===== src/hdl/ttb_pkg.sv =====
package ttb_pkg;

  localparam int UNIT_W = 16;
  localparam int COORD_W = 32;
  localparam int DIFF_W = COORD_W + 1;
  localparam int WIDE_W = DIFF_W + 1;
  localparam int THR_W = 31;
  localparam logic signed [UNIT_W-1:0] ONE_Q14 = 16'sd16384;
  localparam logic [THR_W-1:0] THR_RESET = 31'd10737;

  typedef logic signed [COORD_W-1:0] coord_t;
  typedef logic signed [UNIT_W-1:0] unit_t;
  typedef logic signed [DIFF_W-1:0] diff_t;
  typedef logic signed [WIDE_W-1:0] wide_t;
  typedef wide_t [2:0] wvec_t;
  typedef unit_t [2:0] uvec_t;

  typedef struct packed {
    coord_t pos_x;
    coord_t pos_y;
    coord_t pos_z;
    coord_t tex_u;
    coord_t tex_v;
    unit_t norm_x;
    unit_t norm_y;
    unit_t norm_z;
  } in_word_t;

  typedef struct packed {
    unit_t tangent_x;
    unit_t tangent_y;
    unit_t tangent_z;
    unit_t bitan_x;
    unit_t bitan_y;
    unit_t bitan_z;
    logic left_handed;
    logic degenerate;
  } out_word_t;

  // one triangle, raw edges relative to vertex 0
  typedef struct packed {
    diff_t [2:0] e1;
    diff_t [2:0] e2;
    diff_t [1:0] t1;
    diff_t [1:0] t2;
    unit_t [2:0] nrm;
  } job_t;

endpackage


===== src/hdl/ttb_queue.sv =====
module ttb_queue #(
  parameter int DEPTH = 2
) (
  input logic clk,
  input logic rst,
  input logic push,
  input ttb_pkg::job_t push_data,
  output logic full,
  input logic pop,
  output ttb_pkg::job_t pop_data,
  output logic empty
);
  import ttb_pkg::*;

  localparam int PW = (DEPTH > 1) ? $clog2(DEPTH) : 1;
  localparam int CW = $clog2(DEPTH + 1);

  job_t mem [DEPTH];
  logic [PW-1:0] wr_ptr;
  logic [PW-1:0] rd_ptr;
  logic [CW-1:0] count;

  assign full = (count == CW'(DEPTH));
  assign empty = (count == '0);
  assign pop_data = mem[rd_ptr];

  always_ff @(posedge clk) begin
    if (push && !full) begin
      mem[wr_ptr] <= push_data;
    end
  end

  always_ff @(posedge clk) begin
    if (rst) begin
      wr_ptr <= '0;
      rd_ptr <= '0;
      count <= '0;
    end else begin
      if (push && !full) begin
        wr_ptr <= (wr_ptr == PW'(DEPTH - 1)) ? '0 : wr_ptr + 1'b1;
      end
      if (pop && !empty) begin
        rd_ptr <= (rd_ptr == PW'(DEPTH - 1)) ? '0 : rd_ptr + 1'b1;
      end
      if ((push && !full) && !(pop && !empty)) begin
        count <= count + 1'b1;
      end else if (!(push && !full) && (pop && !empty)) begin
        count <= count - 1'b1;
      end
    end
  end

endmodule


===== config.mk =====
export PLATFORM = sky130hd
export DESIGN_NAME = ttb_queue
export DESIGN_NICKNAME = d
export VERILOG_FILES = /design/src/hdl/ttb_pkg.sv /design/src/hdl/ttb_queue.sv
export SDC_FILE = /design/constraint.sdc
export NUM_CORES = 1
export LEC_CHECK = 0
export ABC_CLOCK_PERIOD_IN_PS = 11900
export BUFFER_PORTS_ARGS = -buffer_cell sky130_fd_sc_hd__buf_2
export CORE_UTILIZATION = 31
export DETAILED_ROUTE_END_ITERATION = 8
export MAX_ROUTING_LAYER = met4
export PLACE_DENSITY_LB_ADDON = 0.3
export SLEW_MARGIN = 20
export SYNTH_ARGS = -nofsm -noshare
export SYNTH_HDL_FRONTEND = slang
export SYNTH_SLANG_ARGS = --single-unit

===== constraint.sdc =====
create_clock -name clk -period 11.9 [get_ports clk]
set_clock_uncertainty 0.2 [all_clocks]
set_input_delay 0 -clock clk [delete_from_list [all_inputs] [get_ports clk]]
set_output_delay 0 -clock clk [all_outputs]
set_load 0.005 [all_outputs]

==> results of run 1 <==
==> per-stage QoR <==
step           hold WS (ns)  setup slack (ns)  area (sq um)  utilization (%)  instances
2_1_floorplan        -0.131              1.72         28800                -       1201
3_3_place_gp        -0.0130              7.83         33800             36.8       3176
3_5_place_dp       -0.00934              7.75         33800             36.8       3176
==> synthesized netlist by cell type (all sizes together) <==
library cell | instances | share of area (%)
edfxtp | 756 | 79
mux2 | 378 | 19
dfxtp | 5 | 0.35
a21oi | 2 | 0.035
xor2 | 3 | 0.091
buf | 42 | 1.7
and2 | 1 | 0.022
o21ai | 3 | 0.052
or3 | 2 | 0.043
nor2b | 1 | 0.022
inv | 2 | 0.026
nor2 | 5 | 0.065
ha | 1 | 0.043
==> logic make-up after synthesis <==
logic type | Yosys count
AO/OA/AOI/OAI | 5
buffers and inverters | 44
flip-flops | 761
adder cells (fa/ha/maj) | 1
AND/OR/NAND/NOR | 9
multiplexers | 378
XOR/XNOR | 3
==> out/qor.csv, run 1 <==
stage,metric,value,unit
status,status,did not finish,
status,lastStage,4_1_cts,
status,error_line,[ERROR RSZ-0060] Max buffer count reached.,
yosys,syn_area_per_cell,24.0,sq um
clocking,cts_max_level,3,
yosys,synth_mux_area_share,18.7,%
floorplanning,die_y,307,microns
yosys,synthAdderAreaFrac,0.0435,%
clocking,hold_buffers,666,
yosys,synth_xor_area_share,0.0913,%
floorplanning,die_x,307,microns
clocking,post-cts-setup-buffer-count,0,
placement,io_buffers,761,
clocking,cts_num_sinks,761,
yosys,synthDistinctLibCells,16,
yosys,syn_nets,1584,
yosys,yosys_warnings,0,
clocking,cts_buffers,84,
floorplanning,num_io_pins,762,
yosys,synth_seq_cells,761,
yosys,netlist_area,28800,sq um
placement,dp_hpwl,45100,microns
clocking,clk_path_buf_depth,3,
clocking,root_buffer,clkbuf_16,
yosys,seq_area_frac_synth,79.2,%
floorplanning,initial_core_util,31.4,%
clocking,cts_resized,0,
yosys,synthesis.instances,1201,
yosys,synth_top_family_by_area,multiplexers,
placement,globalplace.congestion,0.780,
yosys,synth_compound_area_share,0.0869,%
floorplanning,rows,111,
yosys,synth_simple_gate_area_share,0.152,%
==> run 2: changes to the inputs <==
- CORE_UTILIZATION: 31 -> 20
- MAX_ROUTING_LAYER: met4 -> not set
- PLACE_DENSITY_LB_ADDON: 0.3 -> 0.15
==> run 2 against run 1 <==
Compared with the run above: the run now ends clean; synthesized area is the same; synthesized cell count is the same.
==> out/qor.csv, run 2 <==
stage,metric,value,unit
clocking,cts_num_sinks,761,
drt,route.detailed.drc,0,
timing,hold_viol,0,
timing,fin_crit_sh,34.8,%
power_and_ir_drop,seq_power_share,42.2,%
floorplanning,die_x,381,microns
cells_and_area,area_delta_synth_final,56.4,%
yosys,syn_area_per_cell,24.0,sq um
global_routing,grt_overflow_total,0,
yosys,netlist_area,28800,sq um
min_path,hold_start,push,
yosys,synthDistinctLibCells,16,
timing,tns,0,ns
drt,drt-total-wl,79400,microns
drt,drt-wirelength-per-cell,16.7,microns
yosys,synthArstFlopShare,0,%
global_routing,grt_use_total,10.6,%
cells_and_area,largest_reg_flops,756,
yosys,synth-edff-count,756,
floorplanning,coreArea,142000,sq um
cells_and_area,nNetsFinal,3168,
timing,setup_violations,0,
yosys,yosysTopAreaCell,edfxtp_1,
power_and_ir_drop,p_int,6050,uW
timing,fmax,241,MHz
drt,antenna_left,0,
placement,dp_hpwl,52800,microns
yosys,synth_seq_cells,761,
timing,hold_ws,0.128,ns
floorplanning,rows,138,
cells_and_area,largest-register,mem,
yosys,synthDominantCellAreaShare,78.9,%
timing,rsz0062_at_grt,false,
clocking,clk_path_buf_depth,3,
power_and_ir_drop,p_comb_share,26.3,%
global_routing,antenna_found_initial,12,
floorplanning,initial_core_util,20.3,%
timing,maxSlewViolCount,0,
critical_path,cp_max_fo,109,
power_and_ir_drop,p_switching,2190,uW
run,drv_cap,0,
critical_path,path_class,reg -> out,
min_path,hp-class,in -> reg,
timing,post-route-min-period,4.15,ns
timing,max_slew_margin,28.2,%
drt,post_drt_via_cell_ratio,3.62,
timing,worst_pin_slew,1.08,ns
critical_path,endpoint_kind,output port,
yosys,syn_nets,1584,
floorplanning,die_y,381,microns
status,status,"complete, no violations",
drt,firstDrtPassIters,4,
floorplanning,fp.dieArea,145000,sq um
placement,globalplace.congestion,0.741,
power_and_ir_drop,p_clk_share,31.5,%
global_routing,grt_max_degree,145,
critical_path,required,11.70,ns
critical_path,timing.rr.start,count[0],
cells_and_area,drive_gt1_share,44.6,%
clocking,root_buffer,clkbuf_16,
drt,drtIter0Drc,583,
power_and_ir_drop,p_leak,0.0172,uW
clocking,clk_pin_slew,0.06,ns
clocking,cts_buffers,90,
yosys,yosys_warnings,0,
clocking,cts_max_level,3,
cells_and_area,final_cell_mix,"dlygate4sd3_1, buf_2, edfxtp_1",
cells_and_area,top_regs,"mem x756, count x2",
power_and_ir_drop,power_density,183,nW/um^2
global_routing,grt_pass1_vias,18900,
clocking,cts_resized,0,
yosys,synthMostInstantiatedCell,edfxtp_1,
power_and_ir_drop,swShare,26.6,%
yosys,seq_area_frac_synth,79.2,%
clocking,clock_latency,0.67,ns
drt,vias,17200,
yosys,synth.top_cells.by_area,"edfxtp_1, mux2_4, mux2_2, buf_6, buf_8",
critical_path,critPathArrivalTime,3.95,ns
power_and_ir_drop,ir_drop,121,uV
yosys,ys.flop_type,edfxtp_1,
floorplanning,num_io_pins,762,
placement,io_buffers,761,
critical_path,start_kind,flip-flop,
clocking,tritoncts,yes,
yosys,synthesis.instances,1201,
yosys,synth.top_cells.by_count,"edfxtp_1, mux2_4, mux2_2",
global_routing,grt_pass1_wl,117000,microns
[run 2: cell counts after synthesis]
No cell type changed its count.
[run 2: what timing repair did]
item | CTS | global route
hold endpoints to repair | 761 | 0
buffers inserted | 0 | 0
hold buffers | 761 | 0
[run 2: worst paths after layout]
kind | cells past startpoint | endpoint | slack (ns)
worst max-delay path | 4 | pop_data[78] | 7.75
worst min-delay path | 5 | wr_ptr | 0.13
worst max register to register | 5 | mem[0][114] | 8.09
worst min register to register | 2 | wr_ptr | 0.31
[run 2: cells by family after synthesis]
logic type,count (synthesis),share of synthesized area [%]
AOI/OAI and AO/OA,5,0.0869
muxes,378,18.7
DFF,761,79.2
adders and majority gates,1,0.0435
xor gates and xnor gates,3,0.0913
and+or+nand+nor,9,0.152
buffers and inverters,44,1.72
[run 2: metrics by stage]
| step | util, % | power [uW] | cell area [sq um] | cells | worst slack [ns] |
|---|---|---|---|---|---|
| after floorplan | - | 4880 | 28800 | 1201 | 1.72 |
| after global placement | 24.4 | 5540 | 34600 | 3822 | 8.05 |
| after detailed placement | 24.4 | 5560 | 34600 | 3822 | 8.00 |
| after CTS | 31.7 | 8420 | 45000 | 4744 | 7.62 |
| after global routing | 31.7 | 8640 | 45000 | 4750 | 7.50 |
| final | 31.7 | 8240 | 45000 | 4752 | 7.75 |
[run 2: worst max-delay path, cell delays in order (launching register included)]
cell and delay (ns):
dfxtp_4 0.93, buf_4 0.85, buf_12 0.66, mux2_4 0.35, buf_2 0.15
[run 2: routing by layer]
metal | GRT usage, % | share of wire, % | vias to the layer above
li1 | - | - | 8019
met1 | 12.0 | 40 | 8470
met2 | 18.2 | 49 | 556
met3 | 4.56 | 8.8 | 126
met4 | 3.15 | 2.4 | 10
met5 | 0 | 0.072 | -
[run 2: area by class of cell]
| class | instances | area [sq um] |
|---|---|---|
| well taps | 1890 | 2360 |
| clock buffers | 114 | 2360 |
| repair buffers | 1534 | 11600 |
| inverters | 2 | 15.0 |
| diodes | 8 | 20.0 |
| fillers | 14100 | 97100 |
| multi-input cells | 396 | 5500 |
| flip-flops and latches | 761 | 22800 |
| clock inverters | 47 | 394 |
[run 2: power by group through the flow]
stage               combinational, uW  clock, uW  sequential, uW
floorplan                        1240          0            3640
global placement                 2020          0            3520
detailed placement               2020          0            3530
CTS                              2240       2710            3480
global route                     2340       2790            3510
finish                           2170       2600            3470
(Power assumes the default switching activity.)
