$ cat config.mk
export PLATFORM = sky130hd
export DESIGN_NAME = ttb_front
export DESIGN_NICKNAME = d
export VERILOG_FILES = /design/src/hdl/ttb_pkg.sv /design/src/hdl/ttb_front.sv
export SDC_FILE = /design/constraint.sdc
export NUM_CORES = 1
export LEC_CHECK = 0
export BUFFER_PORTS_ARGS = -buffer_cell sky130_fd_sc_hd__buf_2
export CORE_MARGIN = 2
export CORE_UTILIZATION = 31
export CTS_CLUSTER_SIZE = 40
export DETAILED_ROUTE_END_ITERATION = 8
export PLACE_DENSITY_LB_ADDON = 0.12
export SLEW_MARGIN = 20
export SYNTH_ARGS = -nofsm -noshare
export SYNTH_HDL_FRONTEND = slang
export SYNTH_SLANG_ARGS = --single-unit
$ cat constraint.sdc
create_clock -name clk -period 25.3 [get_ports clk]
set_input_delay 1.265 -clock clk [delete_from_list [all_inputs] [get_ports clk]]
set_output_delay 1.265 -clock clk [all_outputs]
set_load 0.02 [all_outputs]
$ cat src/hdl/ttb_pkg.sv
package ttb_pkg;

  localparam int UNIT_W = 16;
  localparam int COORD_W = 32;
  localparam int DIFF_W = COORD_W + 1;
  localparam int WIDE_W = DIFF_W + 1;
  localparam int THR_W = 31;
  localparam logic signed [UNIT_W-1:0] ONE_Q14 = 16'sd16384;
  localparam logic [THR_W-1:0] THR_RESET = 31'd10737;

  typedef logic signed [COORD_W-1:0] coord_t;
  typedef logic signed [UNIT_W-1:0] unit_t;
  typedef logic signed [DIFF_W-1:0] diff_t;
  typedef logic signed [WIDE_W-1:0] wide_t;
  typedef wide_t [2:0] wvec_t;
  typedef unit_t [2:0] uvec_t;

  typedef struct packed {
    coord_t pos_x;
    coord_t pos_y;
    coord_t pos_z;
    coord_t tex_u;
    coord_t tex_v;
    unit_t norm_x;
    unit_t norm_y;
    unit_t norm_z;
  } in_word_t;

  typedef struct packed {
    unit_t tangent_x;
    unit_t tangent_y;
    unit_t tangent_z;
    unit_t bitan_x;
    unit_t bitan_y;
    unit_t bitan_z;
    logic left_handed;
    logic degenerate;
  } out_word_t;

  // one triangle, raw edges relative to vertex 0
  typedef struct packed {
    diff_t [2:0] e1;
    diff_t [2:0] e2;
    diff_t [1:0] t1;
    diff_t [1:0] t2;
    unit_t [2:0] nrm;
  } job_t;

endpackage

$ cat src/hdl/ttb_front.sv
module ttb_front (
  input logic clk,
  input logic rst,
  input logic in_valid,
  output logic in_stall,
  input ttb_pkg::in_word_t in_data,
  output logic push,
  output ttb_pkg::job_t push_data,
  input logic q_full
);
  import ttb_pkg::*;

  logic [1:0] phase;
  coord_t p0 [3];
  coord_t p1 [3];
  coord_t tc0 [2];
  coord_t tc1 [2];
  unit_t nrm [3];
  logic last;
  logic acc;
  coord_t pin [3];
  coord_t tin [2];

  assign last = phase[1];  // phase 3 never occurs; it would behave as the last vertex
  assign in_stall = last && q_full;
  assign acc = in_valid && !in_stall;
  assign push = acc && last;

  assign pin[0] = in_data.pos_x;
  assign pin[1] = in_data.pos_y;
  assign pin[2] = in_data.pos_z;
  assign tin[0] = in_data.tex_u;
  assign tin[1] = in_data.tex_v;

  always_comb begin
    for (int i = 0; i < 3; i++) begin
      push_data.e1[i] = DIFF_W'(p1[i]) - DIFF_W'(p0[i]);
      push_data.e2[i] = DIFF_W'(pin[i]) - DIFF_W'(p0[i]);
      push_data.nrm[i] = nrm[i];
    end
    for (int i = 0; i < 2; i++) begin
      push_data.t1[i] = DIFF_W'(tc1[i]) - DIFF_W'(tc0[i]);
      push_data.t2[i] = DIFF_W'(tin[i]) - DIFF_W'(tc0[i]);
    end
  end

  always_ff @(posedge clk) begin
    if (acc && phase == 2'd0) begin
      for (int i = 0; i < 3; i++) p0[i] <= pin[i];
      for (int i = 0; i < 2; i++) tc0[i] <= tin[i];
    end
    if (acc && phase == 2'd1) begin
      for (int i = 0; i < 3; i++) p1[i] <= pin[i];
      for (int i = 0; i < 2; i++) tc1[i] <= tin[i];
      nrm[0] <= in_data.norm_x;
      nrm[1] <= in_data.norm_y;
      nrm[2] <= in_data.norm_z;
    end
  end

  always_ff @(posedge clk) begin
    if (rst) begin
      phase <= 2'd0;
    end else if (acc) begin
      phase <= last ? 2'd0 : phase + 2'd1;
    end
  end

endmodule

### Yosys cells after proc, flatten, opt, wreduce, memory -nomap -nowiden

Memory sizes are Yosys's and may differ from the RTL's.
Cells that the tools add are included.

* flip-flop bits (word level): 2
* RAM bits: 368
* input port bits: 212
* output and inout port bits: 380
* logic and storage cells: 30
* memories: 5

* $add $sub $neg: 11
* equality and inequality tests: 1
* mux-type cells: 5
* reduce and logical (&&, ||, !) cells: 7

Memory list
* p0: depth 3, bits a word 32, rd ports 3, clocked after Yosys merged registers in 0, write ports 3, line ttb_front.sv:14 `coord_t p0 [3];`
* p1: depth 3, bits a word 32, rd ports 3, clocked after Yosys merged registers in 0, write ports 3, line ttb_front.sv:15 `coord_t p1 [3];`
* tc0: depth 2, bits a word 32, rd ports 2, clocked after Yosys merged registers in 0, write ports 2, line ttb_front.sv:16 `coord_t tc0 [2];`
* tc1: depth 2, bits a word 32, rd ports 2, clocked after Yosys merged registers in 0, write ports 2, line ttb_front.sv:17 `coord_t tc1 [2];`
* nrm: depth 3, bits a word 16, rd ports 3, clocked after Yosys merged registers in 0, write ports 3, line ttb_front.sv:18 `unit_t nrm [3];`

Operator list (number)
* $sub A32 B32 Y33: 10
* $logic_and A1 B1 Y1: 5
* $mux W1: 4
* $add A2 B1 Y2 const B: 1
* $eq A2 B1 Y1 const B: 1
* $logic_not A2 Y1: 1
* $mux W2: 1
* $logic_not A1 Y1: 1

### Depth between registers and ports, before layout

* depth in word-level cells: 6
* depth in mapped cells: 12
* mapped depth without buffers: 12

### Worst setup path after synthesis

No wires, ideal clock.

* kind: input to register
* from: in in_valid
* to: mem p0[0][0] (netlist bit), enable pin
* library setup time: 910 ps
* arrival time: 12731 ps
* required time: 24390 ps
* setup slack: 11658 ps
* stages on the path: 1
* path buffers: 0
* path through: nor3b_1

RTL lines
* start: declaration: line ttb_front.sv:4 `input logic in_valid,`
* end: declaration: line ttb_front.sv:14

==> results by group <==
Critical path
  – Critical Path RT: 24030 ps
  – Arrival time of the worst setup path: ~4600 ps
  – RR Startpoint: phase[1]
  – FF-to-FF path depth: 4
  – CP Max Fanout: 4
  – Critical path endpoint category: output pin
  – CP Class: in -> out
  – Worst reg2reg endpoint: p1[0][68]
  – Startpoint types: input port
  – R2r setup slk: 22360 ps

Timing
  – Tmin final: 5910 ps
  – Fmax: 169 MHz
  – Slew headroom: 31.0%
  – Final period utilization: between 20% and 30%
  – Clock skew: 16.3 ps
  – Final setup vio count: 0
  – Slew Viols, Final: 0
  – Fin Setup TNS: 0 ps
  – Least-Margin Pin Slew: 1030 ps
  – Final Hold Fails: 0
  – RSZ-0062 raised after global routing: false

Synthesis
  – Post-Synthesis Cell Area: 27600 µm²
  – Synth async-reset ratio: 0%
  – Synth Warn #: 0
  – Post-Syn Nets: 3315
  – Post-synth EDFFs: 368
  – Post-synth top area share: about 40%
  – Area contributors post-synth: edfxtp_1 (40%), ha_1 (14%), xnor2_1 (5.5%)
  – Cells after Synth: 2773
  – Yosys top cell by area: edfxtp_1
  – Top_reg_cell synth: edfxtp_1
  – Flops & latches, synth: 370
  – Synth unique cells: 86
  – Syn Area/Cell: around 10 µm²
  – Register area share after synthesis: between 40 and 50%

Pwr
  – PD cells: 66.3 nW/µm²
  – Worst VDD drop: 0.0513 mV
  – Power Total: around 0.0022 W
  – Leak: 15.1 nW

Clock network
  – Clk root buf: clkbuf_16
  – Worst-path clk slew: around 50 ps
  – Clk sink count: 370
  – CTS Buffer Depth: 3
  – Worst-Skew Late Latency: approximately 600 ps
  – TritonCTS clock tree: done
  – CTS Hold Bufs: 0
  – H-tree Lvls: 2
  – CTS Buf Count: 49
  – Post-CTS setup buffers: 0
  – Cts repair resizes: 0

Min path
  – Hold Path Origin: phase[0]
  – Hold EP: phase[0]
  – Hold path depth: 2
  – Worst Hold Class: reg -> reg

Cells and area
  – Share of cells above drive strength 1: between 20% and 30%
  – Post-layout util: 37.9%
  – Final std cells w/o fill: 4602
  – Commonest non-fill, non-tap cell in the layout: buf_2
  – Fin area: roughly 33000 µm²
  – Nets: 3934
  – Filler cells: 9088
  – Layout overhead on the synthesized area: 21.2%
  – Most frequent cells in the layout: buf_2 (591), edfxtp_1 (368), ha_1 (320)

Placed design
  – Placed cell area: 32000 µm²
  – RePlAce Congestion: 0.899
  – PortBufs: 591
  – Detail Placement HPWL: 71.7 mm
  – Placed cells: 4506

Global routing
  – Largest net degree at the start of global routing: 128
  – All-Layer GR Usage: 18.6%
  – Grt total ovfl: 0
  – Wire length of the first global-routing pass: roughly 130 mm
  – Vias in the first global route: 22400
  – Initial antenna violation count: 22

Floorplan
  – Row cnt: 109
  – Initial core utilization: 31.3%
  – Core Box Area: between 80000 and 90000 µm²
  – I/O pin cnt: 592
  – Die Span Y: 303 µm
  – Die ar.: 91600 µm²
  – DIE WIDTH: slightly above 300 µm

Detailed routing
  – Post-route ant nets: 0
  – Vias per std cell: roughly 5
  – Iteration-0 DRC Markers: 1307
  – Drt wl/cell: roughly 19 µm
  – Total number of vias: 23000
  – DRC viols: 0
  – DR pass1 iterations: 5
  – Total length of routed wires: 88.8 mm

Run status
  – Status: finished, final reports clean

Run
  – Max-Cap Viols: 0
## flip-flops by register name, indices dropped and copies added, names as in the netlist
signal,cells
nrm,48
p0,96
p1,96
phase,2
tc0,64
tc1,64
## cell usage after synthesis, drive strengths merged (7+ instances only)
cell	instances
a21o	145
o31ai	20
nand4	20
o21a	50
o2111ai	9
o31a	10
a21boi	13
fa	10
o211ai	23
o221ai	7
o21ai	144
nor2	186
and3	24
o22ai	7
xor2	88
edfxtp	368
and2	19
nor3	38
nor2b	50
clkbuf	27
inv	273
o21bai	40
a31oi	39
a211oi	24
nand2	146
nand3	52
or2	8
ha	320
xnor2	175
nand2b	47
a2111oi	11
a221oi	8
a21oi	245
or3	15
nor3b	9
nor4	7
## power breakdown
part | switching, W | internal (W)
Clock | 0.000282 | 0.000373
Sequential | 0.00000828 | 0.000714
Combinational | 0.000548 | 0.000294
Total | 0.000839 | 0.00138
## layout make-up
cell class / count / area, µm² / share of cell area [%]
antenna: 10 / 25.0 / 0.0747
sequential: 370 / 11100 / 33.1
multi-input combinational: 2101 / 15400 / 46.0
timing repair buffer: 597 / 3030 / 9.04
inverter: 273 / 1020 / 3.06
clock inverter: 26 / 180 / 0.538
tap: 1165 / 1460 / 4.35
clock buffer: 60 / 1270 / 3.78
## metrics by stage
step / hold WS, ps / setup WS (ps)
after global placement: 532 / 19330
after floorplan: 472 / 11660
final: 554 / 19390
after global routing: 572 / 19160
after detailed placement: 539 / 19300
after CTS: 553 / 19300
## cells by family (layout without fill, tap and decap cells)
group,Yosys count,after routing,synth area share (%)
AOI/OAI and AO/OA,856,856,20.5
muxes,7,7,0.258
adders and majority gates,330,330,15.2
xor gates and xnor gates,263,263,8.34
and+or+nand+nor,645,645,11.5
other,0,10,0
buffers and inverters,302,956,4.11
DFF,370,370,40.1
## metal layers
layer	up-vias	track usage [%]	share of wire (%)
li1	11500	-	-
met1	10800	24.3	44
met2	524	30.6	46
met3	131	4.15	6.6
met4	18	5.95	3.0
met5	-	0	0.13
## worst max-delay path, cell delays in order
cell,delay (ps)
buf_2,100
inv_1,40
ha_1,210
fa_1,400
nor2b_1,170
o31a_1,210
o22ai_1,260
o31ai_1,740
o21ai_0,160
nand2b_1,180
a31oi_1,180
o21bai_1,200
xor2_1,280
buf_2,220
## how the worst max path moves through the flow
stage,start,end,slack (ps),cells after the start
after global placement,in_data[48],push_data[101],19330,14
after global routing,in_data[48],push_data[101],19160,14
after detailed placement,in_data[48],push_data[101],19300,14
after CTS,in_data[48],push_data[101],19300,14
after floorplan,in_valid,p0[0][0],11660,1
final,in_data[48],push_data[101],19390,14
Note: power is estimated with default switching activity, not from simulation.
